[src/kpc_pkg.sv]
`default_nettype none

package kpc_pkg;

   localparam int unsigned CountWidth = 32;

   typedef enum logic [1:0] {
      MODE_IDLE = 2'd0,
      MODE_DOWN = 2'd1,
      MODE_LONG = 2'd2
   } mode_type;

   typedef enum logic [1:0] {
      EVT_NONE  = 2'd0,
      EVT_SHORT = 2'd1,
      EVT_LONG  = 2'd2
   } event_type;

   typedef enum logic [1:0] {
      CSR_SHORT_THRESHOLD = 2'd0,
      CSR_LONG_THRESHOLD  = 2'd1,
      CSR_SHORT_ENABLE    = 2'd2,
      CSR_LONG_ENABLE     = 2'd3
   } csr_index_type;

   typedef struct packed {
      logic [CountWidth-1:0] short_threshold;
      logic [CountWidth-1:0] long_threshold;
      logic                  short_enable;
      logic                  long_enable;
   } cfg_type;

   localparam logic [CountWidth-1:0] ShortThresholdReset = 32'd50;
   localparam logic [CountWidth-1:0] LongThresholdReset  = 32'd3000;

endpackage

`default_nettype wire

[src/kpc_if.sv]
`default_nettype none

interface kpc_req_if;
   logic                              valid;
   logic                              ready;
   logic                              key_level;
   logic [kpc_pkg::CountWidth-1:0]    now_count;

   modport source (output valid, output key_level, output now_count, input ready);
   modport sink   (input valid, input key_level, input now_count, output ready);
endinterface

interface kpc_rsp_if;
   logic       valid;
   logic       ready;
   logic [1:0] press_event;
   logic [1:0] key_mode;

   modport source (output valid, output press_event, output key_mode, input ready);
   modport sink   (input valid, input press_event, input key_mode, output ready);
endinterface

`default_nettype wire

[src/kpc_csr.sv]
`default_nettype none

module kpc_csr (
   input  wire logic                           clock,
   input  wire logic                           reset,
   input  wire logic                           csr_write_en,
   input  wire kpc_pkg::csr_index_type         csr_index,
   input  wire logic [kpc_pkg::CountWidth-1:0] csr_write_data,
   output kpc_pkg::cfg_type                    cfg
);

   kpc_pkg::cfg_type cfg_ff;
   kpc_pkg::cfg_type cfg_in;

   always_comb begin
      cfg_in = cfg_ff;
      if (csr_write_en) begin
         unique case (csr_index)
            kpc_pkg::CSR_SHORT_THRESHOLD: cfg_in.short_threshold = csr_write_data;
            kpc_pkg::CSR_LONG_THRESHOLD:  cfg_in.long_threshold  = csr_write_data;
            kpc_pkg::CSR_SHORT_ENABLE:    cfg_in.short_enable    = csr_write_data[0];
            kpc_pkg::CSR_LONG_ENABLE:     cfg_in.long_enable     = csr_write_data[0];
            default:                      cfg_in = cfg_ff;
         endcase
      end
   end

   always_ff @(posedge clock) begin
      if (reset) begin
         cfg_ff.short_threshold <= kpc_pkg::ShortThresholdReset;
         cfg_ff.long_threshold  <= kpc_pkg::LongThresholdReset;
         cfg_ff.short_enable    <= 1'b1;
         cfg_ff.long_enable     <= 1'b1;
      end else begin
         cfg_ff <= cfg_in;
      end
   end

   assign cfg = cfg_ff;

endmodule

`default_nettype wire

[src/kpc_engine.sv]
`default_nettype none

module kpc_engine (
   input  wire logic             clock,
   input  wire logic             reset,
   input  wire kpc_pkg::cfg_type cfg,
   kpc_req_if.sink               req_chan,
   kpc_rsp_if.source             rsp_chan
);

   localparam int unsigned W = kpc_pkg::CountWidth;

   logic                  in_valid_ff, in_valid_in;
   logic                  in_key_ff;
   logic [W-1:0]          in_now_ff;

   kpc_pkg::mode_type     mode_ff, mode_in;
   logic [W-1:0]          start_ff, start_in;
   logic                  reported_ff, reported_in;

   logic                  out_valid_ff, out_valid_in;
   kpc_pkg::event_type    out_event_ff, out_event_in;
   kpc_pkg::mode_type     out_mode_ff;

   logic                  in_ready;
   logic                  out_ready;
   logic                  step;
   logic                  pressed;
   logic [W-1:0]          start_eff;
   logic [W-1:0]          elapsed;
   logic                  at_long;
   logic                  in_short;
   logic                  long_fire;

   assign out_ready = !out_valid_ff || rsp_chan.ready;
   assign in_ready  = !in_valid_ff || out_ready;
   assign step      = in_valid_ff && out_ready;
   assign req_chan.ready = in_ready;

   assign pressed = (mode_ff == kpc_pkg::MODE_DOWN) || (mode_ff == kpc_pkg::MODE_LONG);

   // A press seen in idle starts its timing at this very tick.
   assign start_eff = pressed ? start_ff : (in_key_ff ? start_ff : in_now_ff);

   // When the timer has wrapped, the distance comes out one count short.
   assign elapsed   = in_now_ff - start_eff - W'(in_now_ff < start_eff);
   assign at_long   = elapsed >= cfg.long_threshold;
   assign in_short  = (elapsed >= cfg.short_threshold) && !at_long;
   assign long_fire = at_long && cfg.long_enable && !reported_ff;

   always_comb begin
      if (in_key_ff) begin
         mode_in = kpc_pkg::MODE_IDLE;
      end else begin
         unique case (mode_ff)
            kpc_pkg::MODE_LONG: mode_in = kpc_pkg::MODE_LONG;
            kpc_pkg::MODE_DOWN: mode_in = at_long ? kpc_pkg::MODE_LONG : kpc_pkg::MODE_DOWN;
            default:            mode_in = at_long ? kpc_pkg::MODE_LONG : kpc_pkg::MODE_DOWN;
         endcase
      end
   end

   always_comb begin
      start_in     = start_ff;
      reported_in  = reported_ff;
      out_event_in = kpc_pkg::EVT_NONE;
      unique case (mode_ff)
         kpc_pkg::MODE_DOWN: begin
            if (in_key_ff) begin
               start_in    = '0;
               reported_in = 1'b0;
               if (in_short && cfg.short_enable) begin
                  out_event_in = kpc_pkg::EVT_SHORT;
               end else if (at_long && cfg.long_enable) begin
                  out_event_in = kpc_pkg::EVT_LONG;
               end
            end else if (long_fire) begin
               reported_in  = 1'b1;
               out_event_in = kpc_pkg::EVT_LONG;
            end
         end
         kpc_pkg::MODE_LONG: begin
            if (in_key_ff) begin
               start_in    = '0;
               reported_in = 1'b0;
            end else if (long_fire) begin
               reported_in  = 1'b1;
               out_event_in = kpc_pkg::EVT_LONG;
            end
         end
         default: begin
            if (!in_key_ff) begin
               start_in = in_now_ff;
               if (long_fire) begin
                  reported_in  = 1'b1;
                  out_event_in = kpc_pkg::EVT_LONG;
               end
            end
         end
      endcase
   end

   assign in_valid_in  = req_chan.valid || (in_valid_ff && !out_ready);
   assign out_valid_in = step || (out_valid_ff && !rsp_chan.ready);

   always_ff @(posedge clock) begin
      if (reset) begin
         in_valid_ff  <= 1'b0;
         out_valid_ff <= 1'b0;
         mode_ff      <= kpc_pkg::MODE_IDLE;
         start_ff     <= '0;
         reported_ff  <= 1'b0;
      end else begin
         in_valid_ff  <= in_ready ? in_valid_in : in_valid_ff;
         out_valid_ff <= out_valid_in;
         if (step) begin
            mode_ff     <= mode_in;
            start_ff    <= start_in;
            reported_ff <= reported_in;
         end
      end
   end

   always_ff @(posedge clock) begin
      if (in_ready && req_chan.valid) begin
         in_key_ff <= req_chan.key_level;
         in_now_ff <= req_chan.now_count;
      end
      if (step) begin
         out_event_ff <= out_event_in;
         out_mode_ff  <= mode_in;
      end
   end

   assign rsp_chan.valid       = out_valid_ff;
   assign rsp_chan.press_event = out_event_ff;
   assign rsp_chan.key_mode    = out_mode_ff;

endmodule

`default_nettype wire

[src/key_short_long_press_classifier.sv]
`default_nettype none

// Channel   Direction  Handshake            Payload
// req_chan  in         valid / ready        key_level, now_count
// rsp_chan  out        valid / ready        press_event, key_mode
// csr_*     in         csr_write_en only    csr_index, csr_write_data
//
// Each transaction is registered at the input and then classified into the result register
// as soon as that register is free, and its result is offered from there.
// One transaction is accepted per cycle while the result is not stalled; the single subtract and two
// threshold compares between the input and result registers set that rate.
// Reset is synchronous and active high and returns the key to idle.
// A stalled result holds in its register while the input register still fills.

module key_short_long_press_classifier (
   input  wire logic                           clock,
   input  wire logic                           reset,
   kpc_req_if.sink                             req_chan,
   kpc_rsp_if.source                           rsp_chan,
   input  wire logic                           csr_write_en,
   input  wire logic [1:0]                     csr_index,
   input  wire logic [kpc_pkg::CountWidth-1:0] csr_write_data
);

   kpc_pkg::cfg_type cfg;

   kpc_csr u_csr (
      .clock          (clock),
      .reset          (reset),
      .csr_write_en   (csr_write_en),
      .csr_index      (kpc_pkg::csr_index_type'(csr_index)),
      .csr_write_data (csr_write_data),
      .cfg            (cfg)
   );

   kpc_engine u_engine (
      .clock    (clock),
      .reset    (reset),
      .cfg      (cfg),
      .req_chan (req_chan),
      .rsp_chan (rsp_chan)
   );

`ifndef SYNTHESIS
   a_short_ends_press: assert property (@(posedge clock) disable iff (reset)
      (rsp_chan.valid && rsp_chan.press_event == kpc_pkg::EVT_SHORT)
      |-> (rsp_chan.key_mode == kpc_pkg::MODE_IDLE))
      else $error("Short event reported while the key is not idle.");

   a_no_event_while_down: assert property (@(posedge clock) disable iff (reset)
      (rsp_chan.valid && rsp_chan.key_mode == kpc_pkg::MODE_DOWN)
      |-> (rsp_chan.press_event == kpc_pkg::EVT_NONE))
      else $error("Event reported while the key is down below the long threshold.");

   a_long_twice_held: assert property (@(posedge clock) disable iff (reset)
      (rsp_chan.valid && rsp_chan.ready && rsp_chan.key_mode == kpc_pkg::MODE_LONG
       && rsp_chan.press_event == kpc_pkg::EVT_LONG && !csr_write_en)
      |=> !(rsp_chan.valid && rsp_chan.key_mode == kpc_pkg::MODE_LONG
            && rsp_chan.press_event == kpc_pkg::EVT_LONG))
      else $error("Long event repeated within one held press.");
`endif

endmodule

`default_nettype wire
[src/flat_wrapper.sv]
// flat-port wrapper written by rule: the top's interface ports become plain ports
module key_short_long_press_classifier_flat 
  (clock, reset, csr_write_en, csr_index, csr_write_data, req_chan_valid, req_chan_key_level, req_chan_now_count, req_chan_ready, rsp_chan_valid, rsp_chan_press_event, rsp_chan_key_mode, rsp_chan_ready);
  kpc_req_if req_chan_i ();
  kpc_rsp_if rsp_chan_i ();
  input  wire logic clock;
  input  wire logic reset;
  input  wire logic csr_write_en;
  input  wire logic [1:0] csr_index;
  input  wire logic [kpc_pkg::CountWidth-1:0] csr_write_data;
  input wire logic [$bits(req_chan_i.valid)-1:0] req_chan_valid;
  input wire logic [$bits(req_chan_i.key_level)-1:0] req_chan_key_level;
  input wire logic [$bits(req_chan_i.now_count)-1:0] req_chan_now_count;
  output wire logic [$bits(req_chan_i.ready)-1:0] req_chan_ready;
  output wire logic [$bits(rsp_chan_i.valid)-1:0] rsp_chan_valid;
  output wire logic [$bits(rsp_chan_i.press_event)-1:0] rsp_chan_press_event;
  output wire logic [$bits(rsp_chan_i.key_mode)-1:0] rsp_chan_key_mode;
  input wire logic [$bits(rsp_chan_i.ready)-1:0] rsp_chan_ready;
  assign req_chan_i.valid = req_chan_valid;
  assign req_chan_i.key_level = req_chan_key_level;
  assign req_chan_i.now_count = req_chan_now_count;
  assign req_chan_ready = req_chan_i.ready;
  assign rsp_chan_valid = rsp_chan_i.valid;
  assign rsp_chan_press_event = rsp_chan_i.press_event;
  assign rsp_chan_key_mode = rsp_chan_i.key_mode;
  assign rsp_chan_i.ready = rsp_chan_ready;
  key_short_long_press_classifier u_core (.clock(clock), .reset(reset), .req_chan(req_chan_i), .rsp_chan(rsp_chan_i), .csr_write_en(csr_write_en), .csr_index(csr_index), .csr_write_data(csr_write_data));
endmodule
[config.mk]
export PLATFORM = sky130hd
export DESIGN_NAME = key_short_long_press_classifier_flat
export DESIGN_NICKNAME = d
export VERILOG_FILES = /design/src/kpc_pkg.sv /design/src/kpc_if.sv /design/src/kpc_csr.sv /design/src/kpc_engine.sv /design/src/key_short_long_press_classifier.sv /design/src/flat_wrapper.sv
export SDC_FILE = /design/constraint.sdc
export NUM_CORES = 1
export LEC_CHECK = 0
export BUFFER_PORTS_ARGS = -buffer_cell sky130_fd_sc_hd__buf_2
export CAP_MARGIN = 0
export CELL_PAD_IN_SITES_DETAIL_PLACEMENT = 1
export CELL_PAD_IN_SITES_GLOBAL_PLACEMENT = 1
export CORE_MARGIN = 4
export CORE_UTILIZATION = 50
export DETAILED_ROUTE_END_ITERATION = 12
export GPL_TIMING_DRIVEN = 0
export MAX_ROUTING_LAYER = met4
export PLACE_DENSITY = 0.91
export SYNTH_ARGS = -nofsm -noshare
export SYNTH_HDL_FRONTEND = slang
export SYNTH_SLANG_ARGS = --single-unit
[constraint.sdc]
create_clock -name clock -period 13.3 [get_ports clock]
set_input_delay 1.995 -clock clock [delete_from_list [all_inputs] [get_ports clock]]
set_output_delay 1.995 -clock clock [all_outputs]
set_load 0.02 [all_outputs]
# Yosys cells after proc, flatten, opt, wreduce, memory -nomap -nowiden
# Index checks and enable logic that the tools add are counted.
# op_classes
n_addsub	2
n_reduce_logical	27
mux	17
order_cmp	3
eq_ne	7
# op_table
operator	n
32-bit 2-to-1 mux	4
32-bit >= comparator	2
32-bit < comparator	1
32-bit by 1-bit subtractor with 32-bit output	1
32-bit subtractor	1
2-bit 2-to-1 mux	9
2-bit AND reduction	6
1-bit logical AND	8
2-bit equality test, second input constant	3
1-bit zero test	6
1-bit logical OR	5
2-bit by 1-bit equality test with 1-bit output, second input constant	2
1-bit 2-to-1 mux	4
2-bit zero test	1
2-bit by 1-bit != test with 1-bit output, second input constant	1
2-bit != test, second input constant	1
2-bit OR reduction	1
# word_totals
in_bits	72
elab_cells	69
out_inout_bits	6
regBits	140

# Longest topological paths before layout
# Gate-level depths: netlist of the first run.
# logic_depth
word_depth	12
mapped_depth	38
mapped_depth_nobuf	36

# Hierarchy
# From an unflattened synthesis of the first run, not the netlist that was laid out.
# unflattened
hier_cells	1221
hier_area_um2	10497.6
# modules_own_cells
module	area_each_um2	n_inst	cells_per_inst	seq_area_each_um2
kpc_engine	7734.9	1	960	1851.8
kpc_csr	2762.6	1	261	1321.3

# Worst setup path after synthesis of the first run
# Ideal clock, no wire load.
# synth_path
path_type	register to register
start	reg u_core.u_engine.mode_ff[0]
end	reg u_core.u_engine.out_mode_ff[1], in the netlist u_core.u_engine.rsp_chan.key_mode[1] (data pin)
setup_time_ns	0.254
required_time_ns	13.046
slack_ns	5.983
period_less_slack_ns	7.317
path_buffers	2
stages_incl_launch_ff	38
t_arrival_ns	7.063
cell_sequence	dfxtp_1 inv_1 ha_1 nor2b_1 clkbuf_1 buf_1 mux2i_1 inv_1 ha_1 a21oi_1 o21bai_1 a21oi_1 o21bai_1 a2111oi_0 o22ai_1 a211o_1 fa_1 inv_1 (+2 left out) fa_1 a21boi_1 o211a_1 o31ai_2 a211oi_2 nor4_2 nor4_1 a31oi_1 xnor2_1 ha_1 a21o_1 a21oi_1 nor2b_1 o21ai_0 nand2b_1 a221oi_1 o22ai_1 o21a_1
# synth_via
elab_chain_len	9
elab_cells_between_ends	11
cone_classes	add/sub: 2; order compare: 2; eq/ne: 2; mux: 4; reduce/logical: 1
# synth_rtl
item	line	source
start, declared	kpc_engine.sv:17	kpc_pkg::mode_type mode_ff, mode_in;
start signal, assigned	kpc_engine.sv:110	mode_ff <= kpc_pkg::MODE_IDLE;
start signal, assigned	kpc_engine.sv:117	mode_ff <= mode_in;
2-bit by 1-bit equality test with 1-bit output / 2-bit equality test (equally long branches)	kpc_engine.sv:40, kpc_engine.sv:55	
1-bit logical OR	kpc_engine.sv:40	assign pressed = (mode_ff == kpc_pkg::MODE_DOWN) || (mode_ff == kpc_pkg::MODE_LONG);
32-bit 2-to-1 mux	kpc_engine.sv:43	assign start_eff = pressed ? start_ff : (in_key_ff ? start_ff : in_now_ff);
32-bit subtractor / 32-bit < comparator (equally long branches)	kpc_engine.sv:46	assign elapsed = in_now_ff - start_eff - W'(in_now_ff < start_eff);
32-bit by 1-bit subtractor with 32-bit output	kpc_engine.sv:46	
32-bit >= comparator	kpc_engine.sv:47	assign at_long = elapsed >= cfg.long_threshold;
2-bit 2-to-1 mux	kpc_engine.sv:57, kpc_engine.sv:58	
2-bit 2-to-1 mux (*)	n/a	
2-bit 2-to-1 mux (*)	kpc_engine.sv:52	if (in_key_ff) begin
named net u_core.u_engine.mode_in[1]	kpc_engine.sv:17	
end signal, assigned	kpc_engine.sv:131	out_mode_ff <= mode_in;
end, declared	kpc_engine.sv:23	kpc_pkg::mode_type out_mode_ff;
# The timed path passes the listed nets; every way through them passes the cells marked *.
# A chain may end at the register's enable or synchronous reset.

# Worst setup path in the final report of the first run
# layout_path
start	reg u_core.u_engine.mode_ff[0]
end	reg u_core.u_engine.out_mode_ff[0], in the netlist u_core.u_engine.rsp_chan.key_mode[0] (data pin)
# Same word-level chain as after synthesis.

==> results by group, run 1 <==
Clock network
  – Worst-Skew Late Latency: 440 ps
  – Postcts setup bufs: 0
  – Clock sinks: 140
  – H-Tree Level Count: 4
  – CTS clk-pin slew, worst paths: 70 ps
  – PostCTS Resize Cnt: 0
  – Cts bufs inserted: 17
  – Post-CTS Hold Buffers: 0
  – Max clock buf depth: 2
  – TritonCTS clock tree: yes
  – Root buf cell: clkbuf_16

Timing
  – Min Tclk post-route: 9686 ps
  – Period utilization: 72.82%
  – Slew HR: 33.88%
  – Slew of the pin with the lowest slew margin: 989.7 ps
  – Max Transition Viols Final: 0
  – Max Clk Rate: 103.2 MHz
  – Final Setup Violations: 0
  – Clock Skew: 12.47 ps
  – Setup TNS: 0 ps
  – RSZ-0062 raised after global routing: false
  – Fin. Hold Viols: 0

Power
  – Static Leakage: 0.005158 µW
  – Clock Power Share: 26.1%
  – Sequential Power Share: 25.1%
  – Sw Ratio: 41.21%
  – Internal power: 1125 µW
  – Gate power share: 48.8%
  – Maximum vdd drop: 101.4 µV
  – PD cells: 166.9 nW/µm²
  – Switch Pwr: 788.7 µW

Logic synthesis
  – Most used DFF post-synth: dfxtp_1
  – #FFs+latches synth: 140
  – Post-Synth Adder-Cell Area: 19.78%
  – Number of enable flip-flop cells after synthesis: 37
  – Largest family of logic cells by synthesized area: adder cells
  – Post-Synthesis Cells: 1255
  – Syn Area/Cell: 8.073 µm²
  – Seq/Total Area, Yosys: 31.32%
  – Synth Area in Compound Gates: 18.46%
  – Post-synthesis simple-gate area fraction: 15.61%
  – Mapped Area: 10130 µm²
  – Synthesized Nets: 1486
  – Xor/xnor share of the synthesized area: 2.680%
  – Yosys synthesis warning count: 0
  – Ys async rst share: 0%
  – Post-synthesis cell type count: 61
  – Mux cell area share after synthesis: 3.260%

Setup path
  – Crit end category: flop
  – CP max stage delay: 750 ps
  – Worst Setup SP: u_core.u_engine.mode_ff[0]$_SDFFE_PP0P_
  – Crit Path Class: flop to flop
  – CP max-delay cell: buf_1
  – Req. time, crit path: 13520 ps
  – Arrival time worst endpoint: 9910 ps
  – Critical Path Start Type: flop
  – Worst-path maximum fanout: 10
  – R2r startpoint: u_core.u_engine.mode_ff[0]$_SDFFE_PP0P_

Detailed routing
  – Wire length per cell: 19.75 µm
  – DRT iter0 DRCs: 474
  – Final WL: 32.17 mm
  – First-pass DRT Iterations: 5
  – Vias: 9354
  – DR DRC count: 0
  – DR vias/cell: 5.742
  – Antenna viol nets, final: 0

GRT
  – Largest net degree at the start of global routing: 22
  – Gr ovfl total: 0
  – First-pass GRT wire length: 51.53 mm
  – GRT Util Overall: 29.96%
  – Antenna violations before repair: 0
  – Vias in the first global route: 10300

Finish
  – Commonest non-fill, non-tap cell in the layout: inv_1
  – Share of post-route cells with drive strength above 1: 8.871%
  – Commonest cells after routing, fill and taps aside: inv_1 (193), a21oi_1 (175), ha_1 (157)
  – # diodes: 0
  – Area Growth Syn to Fin: 13.16%
  – Non-Filler Instances: 1629
  – Final net count: 1582

Placed design
  – Placed insts: 1597
  – HPWL Detailed: 22.87 mm
  – Gpl congestion: 0.9390
  – PortBufs: 76

Floorplan
  – Die area: 22610 µm²
  – Ports: 78
  – Die W: 150.4 µm
  – Core ar.: 19720 µm²
  – Die Y: 150.4 µm
  – Initial core utilization: 51.39%
  – Std cell rows: 51

Min path
  – Worst hold start: u_core.u_csr.cfg[54]$_SDFFE_PP0P_
  – Worst Hold Class: flop to flop

Status
  – Status: complete, no violations

Job
  – Max-Cap Viols: 0
[routing by layer]
layer | wire (µm) | share of wire (%) | vias to the layer above | track usage (%)
li1 | - | - | 4434 | -
met5 | 0 | 0 | - | -
met3 | 1272 | 4.0 | 119 | 5.930
met1 | 12730 | 40 | 4553 | 31.57
met2 | 16760 | 52 | 248 | 53.46
met4 | 1415 | 4.4 | 0 | 14.59
[cell type report]
type	count	area [µm²]
fillers	2448	8252
multi-input cells	875	6058
flip-flops and latches	140	3173
inverters	194	728.2
clock buffers	24	545.5
repair buffers	77	395.4
well taps	265	331.6
plain buffers	46	172.7
clock inverters	8	61.31
[kinds of logic (layout without fill, tap and decap cells)]
group,count (synthesis),after routing
simple gates,345,345
compound gates,307,307
buf+inv,240,349
fa+ha+maj,159,159
flops,140,140
mux,33,33
xor+xnor,31,31
[worst max-delay path, delay by kind of cell, from the launching register on]
kind	cells	cell delay, ps
AOI/OAI and AO/OA	16	3820
adders and majority gates	6	1940
buffers and inverters	6	1450
and+or+nand+nor	7	1370
muxes	1	340
DFF	1	330
xor gates and xnor gates	1	210
[power by group through the flow]
stage / Sequential (µW) / Combinational, µW / Clock, µW
after global routing: 482 / 1030 / 522
final: 480 / 934 / 500
after floorplan: 486 / 632 / 0
after global placement: 488 / 813 / 0
after detailed placement: 489 / 869 / 0
after CTS: 480 / 922 / 500
[synthesized netlist by cell type, drive strengths merged (3+ instances only)]
master	n	area (µm²)
o211ai	14	105.1
nor2	90	337.8
inv	193	724.4
a31oi	6	52.55
o22ai	3	18.77
nand4	15	93.84
edfxtp	37	1111
nor4b	3	38.79
a2111oi	4	36.29
mux2i	33	330.3
xnor2	22	192.7
nand2b	12	75.07
clkbuf	40	150.1
a21o	35	262.8
ha	157	1964
dfxtp	103	2062
o311ai	3	33.79
nor2b	35	219.0
xor2	9	78.83
o21bai	12	90.09
o21a	3	22.52
nand2	145	544.3
a211oi	6	55.05
and2	3	18.77
nand3	18	90.09
o21ai	29	145.1
a21oi	175	875.8
and4	4	35.03
nor3	9	45.04
nor4	3	25.02
buf	6	22.52
[registers in the layout, indices dropped and copies added (netlist names)]
signal / flops
u_core.u_csr.cfg: 66
u_core.u_engine.in_key_ff: 1
u_core.u_engine.in_now_ff: 32
u_core.u_engine.in_valid_ff: 1
u_core.u_engine.mode_ff: 2
u_core.u_engine.reported_ff: 1
u_core.u_engine.rsp_chan.key_mode: 2
u_core.u_engine.rsp_chan.press_event: 2
u_core.u_engine.rsp_chan.valid: 1
u_core.u_engine.start_ff: 32
[final timing paths]
| path | slack [ps] | to | cells after the start |
|---|---|---|---|
| min | 460 | u_core.u_csr.cfg[54]$_SDFFE_PP0P_ | 2 |
| max reg2reg | 3610 | u_core.u_engine.rsp_chan.key_mode[0]$_DFFE_PP_ | 37 |
| max | 3610 | u_core.u_engine.rsp_chan.key_mode[0]$_DFFE_PP_ | 37 |
| min reg2reg | 460 | u_core.u_csr.cfg[54]$_SDFFE_PP0P_ | 2 |
[per-stage QoR]
step	setup WS [ps]	util [%]	cell area (µm²)	total power (µW)	hold slack, ps
after floorplan	5983	-	10130	1118	436.3
after detailed placement	3939	55.07	10860	1358	449.0
final	3614	58.15	11470	1914	456.7
after CTS	3843	58.15	11470	1902	458.1
after global placement	4319	55.00	10840	1301	440.7
after global routing	3113	58.15	11470	2034	476.0
Power figures use the tool's default switching activity.
==> run 2, diff against run 1 <==
--- a/config.mk
+++ b/config.mk
@@ -5,16 +5,17 @@
 export SDC_FILE = /design/constraint.sdc
 export NUM_CORES = 1
 export LEC_CHECK = 0
+export ABC_AREA = 1
 export BUFFER_PORTS_ARGS = -buffer_cell sky130_fd_sc_hd__buf_2
 export CAP_MARGIN = 0
 export CELL_PAD_IN_SITES_DETAIL_PLACEMENT = 1
 export CELL_PAD_IN_SITES_GLOBAL_PLACEMENT = 1
 export CORE_MARGIN = 4
-export CORE_UTILIZATION = 50
+export CORE_UTILIZATION = 45
 export DETAILED_ROUTE_END_ITERATION = 12
 export GPL_TIMING_DRIVEN = 0
 export MAX_ROUTING_LAYER = met4
-export PLACE_DENSITY = 0.91
+export PLACE_DENSITY = 0.85
 export SYNTH_ARGS = -nofsm -noshare
 export SYNTH_HDL_FRONTEND = slang
 export SYNTH_SLANG_ARGS = --single-unit
==> constraint.sdc (replaced) <==
create_clock -name clock -period 10.1 [get_ports clock]
set_input_delay 1.515 -clock clock [delete_from_list [all_inputs] [get_ports clock]]
set_output_delay 1.515 -clock clock [all_outputs]
set_load 0.02 [all_outputs]
==> results by group, run 2 <==
Setup path
  – Crit Path Class: flop to flop
  – Crit end category: flop
  – Req. time, crit path: 10400 ps
  – Most common cell on crit path: nand2_1
  – Arrival time worst endpoint: 7620 ps
  – Worst Setup SP: u_core.u_engine.mode_ff[0]$_SDFFE_PP0P_
  – Worst-path maximum fanout: 10
  – R2r startpoint: u_core.u_engine.mode_ff[0]$_SDFFE_PP0P_
  – Reg2reg path depth: 40
  – CP max stage delay: 550 ps
  – Critical Path End: u_core.u_engine.rsp_chan.press_event[0]$_SDFFCE_PN0P_
  – Worst reg2reg path endpoint: u_core.u_engine.rsp_chan.press_event[0]$_SDFFCE_PN0P_
  – Critical Path Start Type: flop
  – R2r setup slk: 2780 ps
  – CP max-delay cell: fa_1

Logic synthesis
  – Number of enable flip-flop cells after synthesis: 37
  – Post-synth top area cell: dfxtp_1
  – Synthesized Nets: 1631
  – Most used DFF post-synth: dfxtp_1
  – Top cells by area, synth: dfxtp_1 (20%), ha_1 (19%), edfxtp_1 (11%)
  – Most frequent cell after synthesis: inv_1
  – Mux cell area share after synthesis: 0%
  – Post-synthesis cell type count: 39
  – Top cell type's share of synthesized area: 20.19%
  – Largest family of logic cells by synthesized area: compound AO/OA/AOI/OAI gates
  – Ys async rst share: 0%
  – #FFs+latches synth: 140
  – Post-synthesis simple-gate area fraction: 14.96%
  – Xor/xnor share of the synthesized area: 2.229%
  – Seq/Total Area, Yosys: 31.06%
  – Post-Synthesis Cells: 1400
  – Yosys synthesis warning count: 0
  – Post-Synth Adder-Cell Area: 19.62%
  – Synth cell count leaders: inv_1 (257), a21oi_1 (205), nand2_1 (180)
  – Syn Area/Cell: 7.296 µm²
  – Mapped Area: 10210 µm²
  – Synth Area in Compound Gates: 20.91%

GRT
  – Antenna violations before repair: 0
  – Gr ovfl total: 0
  – Largest net degree at the start of global routing: 34
  – GRT Util Overall: 26.45%
  – Vias in the first global route: 10260
  – First-pass GRT wire length: 51.16 mm

Finish
  – Final net count: 1728
  – Area Growth Syn to Fin: 13.39%
  – Share of post-route cells with drive strength above 1: 9.218%
  – Commonest cells after routing, fill and taps aside: inv_1 (256), a21oi_1 (205), nand2_1 (180)
  – Commonest non-fill, non-tap cell in the layout: inv_1
  – Non-Filler Instances: 1788
  – Largest register FFs: 66
  – # diodes: 0

Clock network
  – Postcts setup bufs: 0
  – Root buf cell: clkbuf_16
  – PostCTS Resize Cnt: 0
  – Clock sinks: 140
  – CTS clk-pin slew, worst paths: 60 ps
  – H-Tree Level Count: 4
  – Post-CTS Hold Buffers: 0
  – Cts bufs inserted: 17
  – TritonCTS clock tree: yes
  – Worst-Skew Late Latency: 430 ps
  – Max clock buf depth: 2

Timing
  – Slew of the pin with the lowest slew margin: 771.4 ps
  – Worst Slack Setup Final: 2780 ps
  – Clock Skew: 9.528 ps
  – Hold_ws: 462.6 ps
  – RSZ-0062 raised after global routing: false
  – Min Tclk post-route: 7320 ps
  – Final Setup Violations: 0
  – Period utilization: 72.48%
  – Slew HR: 48.58%
  – Fin. Hold Viols: 0
  – Setup TNS: 0 ps
  – Max Clk Rate: 136.6 MHz
  – Max Transition Viols Final: 0

Placed design
  – HPWL Detailed: 24.27 mm
  – Placed insts: 1757
  – Gpl congestion: 0.9314
  – PortBufs: 77
  – Pre-CTS WS: 3087 ps

Floorplan
  – Die Y: 158.7 µm
  – Std cell rows: 54
  – Initial core utilization: 46.23%
  – Core ar.: 22090 µm²
  – Ports: 78
  – Die W: 158.7 µm
  – Die area: 25170 µm²

Power
  – Static Leakage: 0.005635 µW
  – PD cells: 230.3 nW/µm²
  – Maximum vdd drop: 121.4 µV

Min path
  – Worst Hold Class: flop to flop

Detailed routing
  – First-pass DRT Iterations: 5
  – Antenna viol nets, final: 0
  – DR vias/cell: 5.430
  – Wire length per cell: 17.55 µm
  – DR DRC count: 0
  – DRT iter0 DRCs: 384
  – Final WL: 31.39 mm
  – Vias: 9708

Status
  – Status: complete, no violations

Job
  – Max-Cap Viols: 0
==> run 2: routing by layer <==
| metal | vias to the layer above | wire length (µm) | GRT usage, % |
|---|---|---|---|
| li1 | 4828 | - | - |
| met1 | 4634 | 14230 | 32.35 |
| met2 | 187 | 15280 | 45.26 |
| met3 | 59 | 1064 | 3.669 |
| met4 | 0 | 811 | 8.245 |
| met5 | - | 0 | - |
==> run 2: worst min path at each step <==
stage / start / endpoint / slack, ps / cells past startpoint
floorplan: u_core.u_csr.cfg[12]$_SDFFE_PP0P_ / u_core.u_csr.cfg[12]$_SDFFE_PP0P_ / 440 / 2
global placement: u_core.u_csr.cfg[16]$_SDFFE_PP0P_ / u_core.u_csr.cfg[16]$_SDFFE_PP0P_ / 450 / 2
detailed placement: u_core.u_csr.cfg[64]$_SDFFE_PP0P_ / u_core.u_csr.cfg[64]$_SDFFE_PP0P_ / 460 / 2
CTS: u_core.u_csr.cfg[64]$_SDFFE_PP0P_ / u_core.u_csr.cfg[64]$_SDFFE_PP0P_ / 460 / 2
global route: u_core.u_csr.cfg[42]$_SDFFE_PP0P_ / u_core.u_csr.cfg[42]$_SDFFE_PP0P_ / 480 / 2
finish: u_core.u_csr.cfg[46]$_SDFFE_PP0P_ / u_core.u_csr.cfg[46]$_SDFFE_PP0P_ / 460 / 2
==> run 2: stage by stage <==
step | cell area, µm² | util, % | power (µW)
finish | 11580 | 52.42 | 2667
global route | 11580 | 52.42 | 2899
CTS | 11560 | 52.33 | 2663
detailed placement | 10950 | 49.56 | 1968
global placement | 10950 | 49.56 | 1899
floorplan | 10210 | - | 1595
==> run 2: logic make-up (layout without fill, tap and decap cells) <==
group | Yosys count | in the layout
AO/OA/AOI/OAI | 405 | 405
XOR/XNOR | 26 | 26
adder cells (fa/ha/maj) | 159 | 159
buffers and inverters | 302 | 410
flip-flops | 140 | 140
AND/OR/NAND/NOR | 368 | 368
==> run 2: area by class of cell <==
cell class                      instances  area, µm²
Timing Repair Buffer                   78      405.4
Inverter                              261      979.7
Tap cell                              280      350.3
Fill cell                            2864      10510
Clock inverter                          7      70.07
Sequential cell                       140       3173
Clock buffer                           23      541.8
Multi-Input combinational cell        958       5896
Buffer                                 41      166.4
==> run 2: power breakdown <==
part	total (µW)	switching [µW]	internal [µW]
Sequential	637	20.5	616
Combinational	1370	882	487
Clock	661	260	401
Total	2670	1160	1510
==> run 2: worst max-delay path, delay by kind of cell (launching register included) <==
family	cells	cell delay, ps
compound gates	6	1120
fa+ha+maj	6	2080
buf+inv	7	930
flops	1	360
simple gates	21	2670
==> run 3, diff against run 2 <==
==> constraint.sdc (replaced) <==
create_clock -name clock -period 7 [get_ports clock]
set_input_delay 1.05 -clock clock [delete_from_list [all_inputs] [get_ports clock]]
set_output_delay 1.05 -clock clock [all_outputs]
set_load 0.02 [all_outputs]
==> results by group, run 3 (synthesis gave the netlist of run 2 again) <==
Status
  – Status: complete, no violations

Placed design
  – Gpl congestion: 0.9314
  – PortBufs: 77
  – HPWL Detailed: 24.27 mm

Finish
  – # diodes: 0
  – Largest register FFs: 66
  – Commonest non-fill, non-tap cell in the layout: inv_1
  – Final net count: 1730
  – Multi-input logic area: 5931 µm²
  – Register area: 3173 µm²
  – Area Growth Syn to Fin: 14.06%
  – Share of post-route cells with drive strength above 1: 10.07%
  – Commonest cells after routing, fill and taps aside: inv_1 (256), a21oi_1 (203), nand2_1 (180)
  – Fillcell total: 2855

Job
  – Max-Cap Viols: 0

Clock network
  – TritonCTS clock tree: yes
  – Cts bufs inserted: 17
  – Clock sinks: 140
  – CTS clk-pin slew, worst paths: 60 ps
  – Max clock buf depth: 2
  – Worst-Skew Late Latency: 430 ps
  – H-Tree Level Count: 4
  – Root buf cell: clkbuf_16

Power
  – PD cells: 331.4 nW/µm²
  – Static Leakage: 0.005667 µW
  – Maximum vdd drop: 173.4 µV
  – Design Power: 3861 µW

Timing
  – Final Setup Violations: 0
  – Period utilization: 95.82%
  – Clock Skew: 9.553 ps
  – RSZ-0062 raised after global routing: true
  – Max Transition Viols Final: 0
  – Fin. Hold Viols: 0
  – Min Tclk post-route: 6707 ps
  – Max Clk Rate: 149.1 MHz
  – Slew HR: 55.89%
  – Slew of the pin with the lowest slew margin: 661.6 ps
  – Hold_ws: 461.9 ps

Setup path
  – Worst reg2reg path endpoint: u_core.u_engine.rsp_chan.press_event[0]$_SDFFCE_PN0P_
  – R2r setup slk: 290 ps
  – CP max-delay cell: fa_1
  – Crit path depth: 40
  – CP max stage delay: 480 ps
  – Most common cell on crit path: nand2_1
  – Buf/Inv on CP: 7
  – Crit end category: flop
  – Delay-heaviest family, CP: simple AND/OR/NAND/NOR gates
  – Critical Path Start Type: flop
  – Reg2reg path depth: 40
  – Worst-path maximum fanout: 10
  – Req. time, crit path: 7300 ps
  – R2r startpoint: u_core.u_engine.in_key_ff$_DFFE_PP_
  – Arrival time worst endpoint: 7000 ps
  – Crit Path Class: flop to flop

GRT
  – Antenna violations before repair: 0
  – GRT Util Overall: 26.46%
  – Largest net degree at the start of global routing: 34
  – Gr ovfl total: 0
  – Vias in the first global route: 10260
  – First-pass GRT wire length: 51.19 mm

Min path
  – Worst hold start: u_core.u_csr.cfg[46]$_SDFFE_PP0P_
  – Hold Path Depth: 2
  – Worst hold path endpoint: u_core.u_csr.cfg[46]$_SDFFE_PP0P_
  – Worst Hold Class: flop to flop

Floorplan
  – Initial core utilization: 46.23%
  – Std cell rows: 54
  – Die W: 158.7 µm
  – Die Y: 158.7 µm
  – Core ar.: 22090 µm²
  – Die area: 25170 µm²
  – Ports: 78

Detailed routing
  – DR vias/cell: 5.433
  – DRT iter0 DRCs: 372
  – Wire length per cell: 17.66 µm
  – First-pass DRT Iterations: 5
  – Final WL: 31.61 mm
  – Antenna viol nets, final: 0
  – Vias: 9725
  – DR DRC count: 0
==> run 3: changes by cell type in the layout (fill, tap and decap cells not counted), sizes merged <==
cell and change:
clkbuf +1, buf +1
==> run 3: worst max path at each step <==
stage | startpoint | endpoint | slack [ps]
floorplan | u_core.u_engine.mode_ff[0]$_SDFFE_PP0P_ | u_core.u_engine.rsp_chan.press_event[0]$_SDFFCE_PN0P_ | 1760
global placement | u_core.u_engine.mode_ff[0]$_SDFFE_PP0P_ | u_core.u_engine.rsp_chan.press_event[0]$_SDFFCE_PN0P_ | 200
detailed placement | u_core.u_engine.mode_ff[0]$_SDFFE_PP0P_ | u_core.u_engine.rsp_chan.press_event[0]$_SDFFCE_PN0P_ | -10
CTS | u_core.u_engine.in_key_ff$_DFFE_PP_ | u_core.u_engine.rsp_chan.press_event[0]$_SDFFCE_PN0P_ | 10
global route | u_core.u_engine.mode_ff[0]$_SDFFE_PP0P_ | u_core.u_engine.rsp_chan.press_event[0]$_SDFFCE_PN0P_ | -40
finish | u_core.u_engine.in_key_ff$_DFFE_PP_ | u_core.u_engine.rsp_chan.press_event[0]$_SDFFCE_PN0P_ | 290
==> run 3: area by class of cell <==
class	count	share of cell area (%)
buffer	41	1.589
clock buffer	23	4.650
clock inverter	7	0.6014
inverter	261	8.408
multi-input combinational	958	50.90
sequential	140	27.23
tap	280	3.007
timing repair buffer	80	3.608
==> run 3: metal layers <==
layer / part of all wire, % / track usage [%] / up-vias
met5: 0 / - / -
met4: 2.4 / 8.245 / 0
met3: 3.5 / 3.669 / 51
met2: 49 / 45.30 / 171
met1: 45 / 32.35 / 4676
li1: - / - / 4827
==> run 3: through the flow <==
step,cell area (µm²),std cells,TNS [ps],util [%],worst slack [ps]
2_1_floorplan,10210,1400,0,-,1758
3_3_place_gp,10950,1757,0,49.56,198.9
3_5_place_dp,10950,1757,-12.60,49.56,-12.60
4_1_cts,11570,1787,0,52.38,10.78
5_1_grt,11650,1790,-37.24,52.74,-36.56
6_report,11650,1790,0,52.74,292.9
==> run 3: power breakdown <==
| group | switching, µW | internal [µW] |
|---|---|---|
| Clock | 373 | 579 |
| Combinational | 1280 | 712 |
| Sequential | 29.5 | 889 |
| Total | 1680 | 2180 |
==> run 3: repair_timing <==
item,CTS,global route
setup buffers,0,2
resized for setup,5,17
setup endpoints to repair,5,7
hold buffers,0,0
==> run 3: worst register-to-register path, delay by kind of cell, from the launching register on <==
kind                     cells  cell delay [ps]
AND/OR/NAND/NOR             24             2740
adder cells (fa/ha/maj)      5             1770
buffers and inverters        7              870
AO/OA/AOI/OAI                4              730
flip-flops                   1              470
